$ cat src/segment_intersect_2d_defines.svh
// assertion macros for the segment intersection block
`ifndef SEGMENT_INTERSECT_2D_DEFINES_SVH
`define SEGMENT_INTERSECT_2D_DEFINES_SVH

// same-cycle implication, checked out of reset
`define SGI_ASSERT_NOW(label, ante, cons, msg) \
  label: assert property (@(posedge clk) disable iff (!rst_n) (ante) |-> (cons)) \
    else $error(msg);

// next-cycle implication, checked out of reset
`define SGI_ASSERT_NEXT(label, ante, cons, msg) \
  label: assert property (@(posedge clk) disable iff (!rst_n) (ante) |=> (cons)) \
    else $error(msg);

`endif

$ cat src/sgi_pkg.sv
// shared widths, stage indexes and types for the segment intersection block
package sgi_pkg;

  localparam int COORD_W  = 16;
  localparam int T_FRAC   = 16;
  localparam int T_INT    = 4;
  localparam int T_W      = T_INT + T_FRAC;
  localparam int THR_W    = 32;
  localparam int DIFF_W   = COORD_W + 1;
  localparam int PROD_W   = 2 * DIFF_W;
  localparam int SUM_W    = PROD_W + 1;
  localparam int REM_W    = SUM_W + T_W;
  localparam int HIT_PW   = DIFF_W + T_W;
  localparam int DIV_BPS  = 2;
  localparam int DIV_ST   = (T_W + DIV_BPS - 1) / DIV_BPS;

  localparam int PS_DIFF  = 0;
  localparam int PS_PROD  = 1;
  localparam int PS_SUB   = 2;
  localparam int PS_ABS   = 3;
  localparam int PS_DIV0  = 4;
  localparam int PS_SAT   = PS_DIV0 + DIV_ST;
  localparam int PS_MUL   = PS_SAT + 1;
  localparam int PS_OUT   = PS_MUL + 1;
  localparam int NST      = PS_OUT + 1;

  localparam int IN_W     = 8 * COORD_W;
  localparam int OUT_DW   = 2 * T_W + 2 * COORD_W;
  localparam int OUT_DWP  = ((OUT_DW + 7) / 8) * 8;

  typedef enum logic [1:0] {
    ST_NONE    = 2'd0,
    ST_INSIDE  = 2'd1,
    ST_OUTSIDE = 2'd2
  } status_t;

  typedef struct packed {
    logic                      par;
    logic                      neg1;
    logic                      neg2;
    logic signed [COORD_W-1:0] asx;
    logic signed [COORD_W-1:0] asy;
    logic signed [DIFF_W-1:0]  dax;
    logic signed [DIFF_W-1:0]  day;
  } side_t;

endpackage

$ cat src/sgi_div.sv
// pipelined restoring divider, two quotient bits per stage, with overflow flag
module sgi_div (
  input  logic                        clk,
  input  logic [sgi_pkg::DIV_ST-1:0]  stage_en,
  input  logic [sgi_pkg::SUM_W-1:0]   num_mag,
  input  logic [sgi_pkg::SUM_W-1:0]   den_mag,
  output logic [sgi_pkg::T_W-1:0]     quot,
  output logic                        ovf
);
  import sgi_pkg::*;

  logic [REM_W-1:0] rem_in  [DIV_ST];
  logic [SUM_W-1:0] den_in  [DIV_ST];
  logic [T_W-1:0]   q_in    [DIV_ST];
  logic             ovf_in  [DIV_ST];
  logic [REM_W-1:0] rem_nxt [DIV_ST];
  logic [T_W-1:0]   q_nxt   [DIV_ST];
  logic [REM_W-1:0] rem_r   [DIV_ST];
  logic [SUM_W-1:0] den_r   [DIV_ST];
  logic [T_W-1:0]   q_r     [DIV_ST];
  logic             ovf_r   [DIV_ST];

  // quotient reaches 2^T_W exactly when num >= den * 2^T_INT
  assign rem_in[0] = REM_W'({num_mag, {T_FRAC{1'b0}}});
  assign den_in[0] = den_mag;
  assign q_in[0]   = '0;
  assign ovf_in[0] = ({{T_INT{1'b0}}, num_mag} >= {den_mag, {T_INT{1'b0}}});

  for (genvar s = 0; s < DIV_ST; s++) begin : g_st
    if (s > 0) begin : g_chain
      assign rem_in[s] = rem_r[s-1];
      assign den_in[s] = den_r[s-1];
      assign q_in[s]   = q_r[s-1];
      assign ovf_in[s] = ovf_r[s-1];
    end

    always_comb begin : p_step
      logic [REM_W-1:0] r;
      logic [REM_W-1:0] dsh;
      logic [T_W-1:0]   q;
      int               b;
      r = rem_in[s];
      q = q_in[s];
      for (int j = 0; j < DIV_BPS; j++) begin
        b   = T_W - 1 - s * DIV_BPS - j;
        dsh = REM_W'(den_in[s]) << b;
        if (b >= 0 && r >= dsh) begin
          r = r - dsh;
          q = q | (T_W'(1) << b);
        end
      end
      rem_nxt[s] = r;
      q_nxt[s]   = q;
    end

    always_ff @(posedge clk) begin
      if (stage_en[s]) begin
        rem_r[s] <= rem_nxt[s];
        den_r[s] <= den_in[s];
        q_r[s]   <= q_nxt[s];
        ovf_r[s] <= ovf_in[s];
      end
    end
  end

  assign quot = q_r[DIV_ST-1];
  assign ovf  = ovf_r[DIV_ST-1];

endmodule

$ cat config.mk
export PLATFORM = sky130hd
export DESIGN_NAME = sgi_div
export DESIGN_NICKNAME = d
export VERILOG_FILES = /design/src/segment_intersect_2d_defines.svh /design/src/sgi_pkg.sv /design/src/sgi_div.sv
export SDC_FILE = /design/constraint.sdc
export NUM_CORES = 2
export LEC_CHECK = 0
export ABC_AREA = 1
export BUFFER_PORTS_ARGS = -buffer_cell sky130_fd_sc_hd__buf_4
export CAP_MARGIN = 20
export CORE_ASPECT_RATIO = 1.25
export CORE_UTILIZATION = 48
export CTS_BUF_LIST = sky130_fd_sc_hd__clkbuf_8
export DETAILED_ROUTE_END_ITERATION = 7
export HOLD_SLACK_MARGIN = 0.06
export PLACE_DENSITY = 0.73
export SLEW_MARGIN = 40
export SYNTH_ARGS = -nofsm -noshare
export SYNTH_HDL_FRONTEND = slang
export SYNTH_SLANG_ARGS = --single-unit
$ cat constraint.sdc
create_clock -name clk -period 15.1 [get_ports clk]
set_input_delay 2.265 -clock clk [delete_from_list [all_inputs] [get_ports clk]]
set_output_delay 2.265 -clock clk [all_outputs]
set_load 0.005 [all_outputs]
# == Word level (Yosys, flattened, before mapping) ==
# Memory sizes are Yosys's and may differ from the RTL's.
# Index checks and enable logic that the tools add are counted.
# classes
n_addsub,20
mul,0
n_div,0
order_cmp,21
eq_ne,0
shift,0
n_mux,60
bitwise,0
n_reduce_logical,0
# op_table
op,n
2-to-1 mux 55 bit,20
greater-or-equal comparator 55 x 35 -> 1 bit,1
greater-or-equal comparator 55 x 36 -> 1 bit,1
greater-or-equal comparator 55 x 37 -> 1 bit,1
greater-or-equal comparator 55 x 38 -> 1 bit,1
greater-or-equal comparator 55 x 39 -> 1 bit,1
greater-or-equal comparator 55 x 40 -> 1 bit,1
greater-or-equal comparator 55 x 41 -> 1 bit,1
greater-or-equal comparator 55 x 42 -> 1 bit,1
greater-or-equal comparator 55 x 43 -> 1 bit,1
greater-or-equal comparator 55 x 44 -> 1 bit,1
greater-or-equal comparator 55 x 45 -> 1 bit,1
greater-or-equal comparator 55 x 46 -> 1 bit,1
greater-or-equal comparator 55 x 47 -> 1 bit,1
greater-or-equal comparator 55 x 48 -> 1 bit,1
greater-or-equal comparator 55 x 49 -> 1 bit,1
greater-or-equal comparator 55 x 50 -> 1 bit,1
greater-or-equal comparator 55 x 51 -> 1 bit,1
greater-or-equal comparator 55 x 52 -> 1 bit,1
greater-or-equal comparator 55 x 53 -> 1 bit,1
subtractor 51 x 54 -> 55 bit,1
subtractor 55 x 35 -> 55 bit,1
subtractor 55 x 36 -> 55 bit,1
subtractor 55 x 37 -> 55 bit,1
38 further kinds,58
# word_totals
regBits,0
latch_bits,0
ram_bits,1110
mem_bits_ro,0
elab_cells,105
mem_count,4
# mem_list
name,words,word_bits,rd,rd_clocked_by_memory_dff,write_ports,line,rtl
rem_r,10,55,9,0,10,sgi_div.sv:18,logic [REM_W-1:0] rem_r [DIV_ST];
den_r,10,35,9,0,10,sgi_div.sv:19,logic [SUM_W-1:0] den_r [DIV_ST];
q_r,10,20,10,0,10,sgi_div.sv:20,logic [T_W-1:0] q_r [DIV_ST];
ovf_r,10,1,10,0,10,sgi_div.sv:21,logic ovf_r [DIV_ST];

# == Depth between registers and ports, before layout ==
# An unclocked memory read counts as a cell.
# logic_depth
ltp_word,5
ltp_mapped,39
depth_no_buf,36

# == Worst setup path after synthesis ==
# No wires, ideal clock.
# synth_timing
path_kind,input-to-reg
start,input port num_mag[3] in the netlist's numbering
end,memory rem_r[0][25] in the netlist's numbering (data pin)
setup_time_ns,0.264
arrival_ns,6.401
required_time_ns,14.836
setup_slack_ns,8.435
stages,35
cell_sequence,inv_1 -> ha_1 -> inv_1 -> fa_1 -> nand3_1 -> nand2_1 -> nand2_1 -> nand2_1 -> a21oi_2 -> inv_2 -> a21o_1 -> nand2_1 -> nand2_1 -> nand2_1 -> nand2_1 -> inv_2 -> buf_2 -> clkbuf_1 -> o21ai_0 -> ha_1 -> nand2_1 -> nor2_1 -> inv_1 -> nor4_1 -> nand3_1 -> nand4_1 -> nand2_1 -> nand2_1 -> nor2_1 -> nand3_2 -> inv_2 -> buf_4 -> buf_4 -> nand2_1 -> o21ai_0
# synth_rtl
item,line,rtl
start: declaration,sgi_div.sv:5,"input logic [sgi_pkg::SUM_W-1:0] num_mag,"
end: declaration,sgi_div.sv:18,

==> summary.md <==
| Metric | Value |
|---|---|
| Crit path time final | `7.82 ns` |
| CP max-delay cell | `o21ai_0` |
| Vias | `83.6k` |
| Kind of cell adding the most delay to the critical path | `simple AND/OR/NAND/NOR gates` |
| Max Freq | `128 MHz` |
| Final Core Density | `52.0%` |
| Max-Cap Viols | `0` |
| Post-synthesis cell area | `0.0845 mm^2` |
| Clock latency at the later pin of the worst-skew pair | `0.95 ns` |
| Number of global-route vias before repair | `79.8k` |
| Antenna viol nets, final | `0` |
| Mean Syn Cell Area | `6.83 um^2` |
| Fraction of layout cells with a size suffix above 1 | `3.88%` |
| GRT overflow | `0` |
| Critical path fanouts, max | `61` |
| CTS tree | `built` |
| Post-synth EDFFs | `842` |
| Via/cell ratio | `5.60` |
| Data required, critical path | `15.87 ns` |
| Post-Syn Instances | `12.4k` |
| TNS Setup | `0 ns` |
| IO Pins | `102` |
| TritonRoute pass-1 iters | `8` |
| Slew margin rel. | `40.8%` |
| CTS Hold Bufs | `0` |
| Synth Warn # | `0` |
| DRC Markers | `1` |
| Slowest Stage Delay on Critical Path | `0.85 ns` |
| Most used cell, CP | `nand2_1` |
| Worst-margin pin slew | `0.875 ns` |
| Final Cycle Share | `51.8%` |
| Crit end category | `flip-flop` |
| Largest net degree at the start of global routing | `78` |
| I/O Buffers | `101` |
| Area of the multi-input gates | `0.0519 mm^2` |
| PD cells | `265 mW/mm^2` |
| Top FF cell, synth | `edfxtp_1` |
| CTS buffer count | `145` |
| Post-synthesis cell type count | `70` |
| Starting DRT DRC Count | `7,833` |
| Initial antenna violation count | `4` |
| Seq cells post-synth | `842` |
| Clock buffer depth | `3` |
| Clock Pin Slew Worst Setup and Hold Paths | `0.07 ns` |
| Final setup fails | `0` |
| Postcts setup bufs | `0` |
| Leakage Power | `0.0419 uW` |
| Starting Density | `48.5%` |
| Synth-to-layout area growth | `7.14%` |
| Die W | `377 um` |
| Post-DR wirelength/cell | `20.7 um` |
| Fin nets | `13.3k` |
| Global-route wire length before repair | `463,000 um` |
| Total GRT Usage | `34.2%` |
| Seq/Total Area, Yosys | `29.9%` |
| DP HPWL | `261,000 um` |
| Final slew viol count | `0` |
| Tot Pwr | `24,000 uW` |
| Peak supply drop | `0.239 mV` |
| R2R Setup Slk | `7.28 ns` |
| Post-CTS resize count | `0` |
| Fraction of registers with async set/reset | `0%` |
| Critical Path AT | `8.59 ns` |
| Failing checks | `design-rule violations` |
| Net Count, Synth | `13.2k` |
| Critical path buffer and inverter count | `4` |
| Filler cells | `18.0k` |
| CP startpoint kind | `flip-flop` |
| Core area | `0.174 mm^2` |
| Routability cong. | `1.06` |
| Site Rows | `171` |
| Final Hold Fails | `0` |
| Register Area | `0.0253 mm^2` |
| CTS sink cnt | `842` |
| Clk Tree Root Cell | `clkbuf_8` |
| Die area | `0.178 mm^2` |
| Total detailed-routing wirelength | `310,000 um` |
| Final Skew | `0.0532 ns` |
| H-tree Lvls | `4` |
| Die height | `471 um` |
| Status | `complete, but fails checks` |
| Hold Crit Class | `reg2reg` |
| CP Class | `reg2reg` |
| RSZ-0062 raised after global routing | `no` |
-- stage by stage --
stage | instance area (um^2) | setup slack (ns) | hold slack, ns | cells
after CTS | 90500 | 7.59 | 0.412 | 14900
after floorplan | 84500 | 8.44 | 0.400 | 12400
after global placement | 87500 | 6.36 | 0.401 | 14700
final | 90500 | 7.28 | 0.412 | 14900
after global routing | 90500 | 6.79 | 0.415 | 14900
after detailed placement | 87600 | 6.62 | 0.405 | 14700
-- path summary, 6_finish.rpt --
check               startpoint      endpoint  depth (start not counted)
setup / recovery  den_r[6][15]  rem_r[7][21]                         28
hold / removal      q_r[4][16]    q_r[5][16]                          0
setup reg to reg  den_r[6][15]  rem_r[7][21]                         28
hold reg to reg     q_r[4][16]    q_r[5][16]                          0
-- worst reg2reg max path: cells and delay by family (launching register included) --
family | cells | cell delay, ns
buf+inv | 4 | 1.46
flops | 1 | 0.36
simple gates | 17 | 3.02
fa+ha+maj | 2 | 0.83
compound gates | 5 | 1.99
-- area by class of cell --
cell class                      instances  share of cell area [%]
Clock inverter                        106                   0.992
Inverter                             1716                    7.14
Timing Repair Buffer                  130                    1.10
Multi-Input combinational cell       9660                    57.4
Clock buffer                          148                    2.25
Sequential cell                       842                    27.9
Antenna cell                            4                  0.0111
Tap cell                             2335                    3.23
-- cell families (layout without fill, tap and decap cells) --
| logic type | Yosys count | count (layout) | share of synthesized area [%] |
|---|---|---|---|
| AOI/OAI and AO/OA | 2185 | 2185 | 14.1 |
| and+or+nand+nor | 6093 | 6093 | 29.6 |
| DFF | 842 | 842 | 29.9 |
| adders and majority gates | 732 | 732 | 10.9 |
| buffers and inverters | 1867 | 2100 | 8.64 |
| muxes | 5 | 5 | 0.0592 |
| other | 0 | 4 | 0 |
| xor gates and xnor gates | 645 | 645 | 6.69 |
-- per-layer routing --
metal | track usage, % | wire length [um]
met5 | 0 | 39
met4 | 22.1 | 22700
met3 | 5.04 | 21600
met2 | 57.4 | 144000
met1 | 40.6 | 121000
-- synth_stat cells (5+ instances only) --
| master | n | area share, % |
|---|---|---|
| buf_4 | 18 | 0.16 |
| nand3_2 | 16 | 0.19 |
| nand2_1 | 3715 | 17 |
| a21boi_0 | 33 | 0.29 |
| a21oi_1 | 910 | 5.4 |
| edfxtp_1 | 842 | 30 |
| buf_6 | 21 | 0.28 |
| fa_1 | 12 | 0.28 |
| nand2_2 | 25 | 0.19 |
| o21ai_1 | 43 | 0.25 |
| inv_2 | 23 | 0.10 |
| a31oi_1 | 101 | 0.75 |
| nand2_4 | 5 | 0.067 |
| o21ai_0 | 810 | 4.8 |
| o221ai_1 | 5 | 0.052 |
| nor3_1 | 147 | 0.87 |
| nor2_1 | 1249 | 5.5 |
| inv_1 | 1685 | 7.5 |
| nand3_1 | 575 | 3.4 |
| and2_1 | 18 | 0.13 |
| buf_2 | 44 | 0.26 |
| ha_1 | 720 | 11 |
| buf_1 | 5 | 0.022 |
| nor4b_1 | 5 | 0.052 |
| or2_2 | 24 | 0.18 |
| nor2_2 | 20 | 0.15 |
| xnor2_1 | 309 | 3.2 |
| o21a_1 | 52 | 0.46 |
| clkbuf_1 | 63 | 0.28 |
| a21o_1 | 66 | 0.59 |
| nand3b_1 | 15 | 0.13 |
| and3_1 | 10 | 0.074 |
| a21oi_2 | 14 | 0.15 |
| o21bai_1 | 73 | 0.65 |
| nand4_1 | 204 | 1.5 |
| mux2i_1 | 5 | 0.059 |
| o31ai_1 | 14 | 0.12 |
| nor3_2 | 5 | 0.059 |
| inv_4 | 5 | 0.037 |
| nor4_1 | 44 | 0.33 |
| a211oi_1 | 5 | 0.044 |
| xor2_1 | 336 | 3.5 |
| o211ai_1 | 25 | 0.22 |
-- placed cells by master, fill, tap and decap left out, types with 10 or more instances in the layout --
cell,instances
o211ai_1,25
clkinv_1,25
nand2_2,25
xnor2_1,309
o21ai_1,50
o21bai_1,73
bufinv_16,14
o21a_1,52
inv_2,20
a21boi_0,33
nor4_1,43
xor2_1,336
fa_1,12
nor2_2,20
nand4_1,204
nand3b_1,15
inv_1,1714
a21o_1,66
a31oi_1,101
nand3_1,574
a21oi_1,910
clkinvlp_4,14
nor2_1,1249
clkinv_2,20
nor3_1,147
o31ai_1,14
buf_4,125
clkbuf_8,148
and3_1,10
o21ai_0,803
or2_2,24
nand3_2,17
edfxtp_1,842
nand2_1,3715
a21oi_2,14
ha_1,720
and2_1,18
-- flip-flops by register name, summed over array words and instances (netlist names) --
| name | cells |
|---|---|
| den_r | 315 |
| q_r | 110 |
| rem_r | 407 |
| ovf_r | 10 |
-- where the power goes --
group / leakage (uW) / switching, uW / internal, uW
sequential: 0.00813 / 621 / 3810
combinational: 0.0322 / 11500 / 5890
clock: 0.00157 / 1030 / 1160
total: 0.0419 / 13100 / 10900
Power figures use the tool's default switching activity.
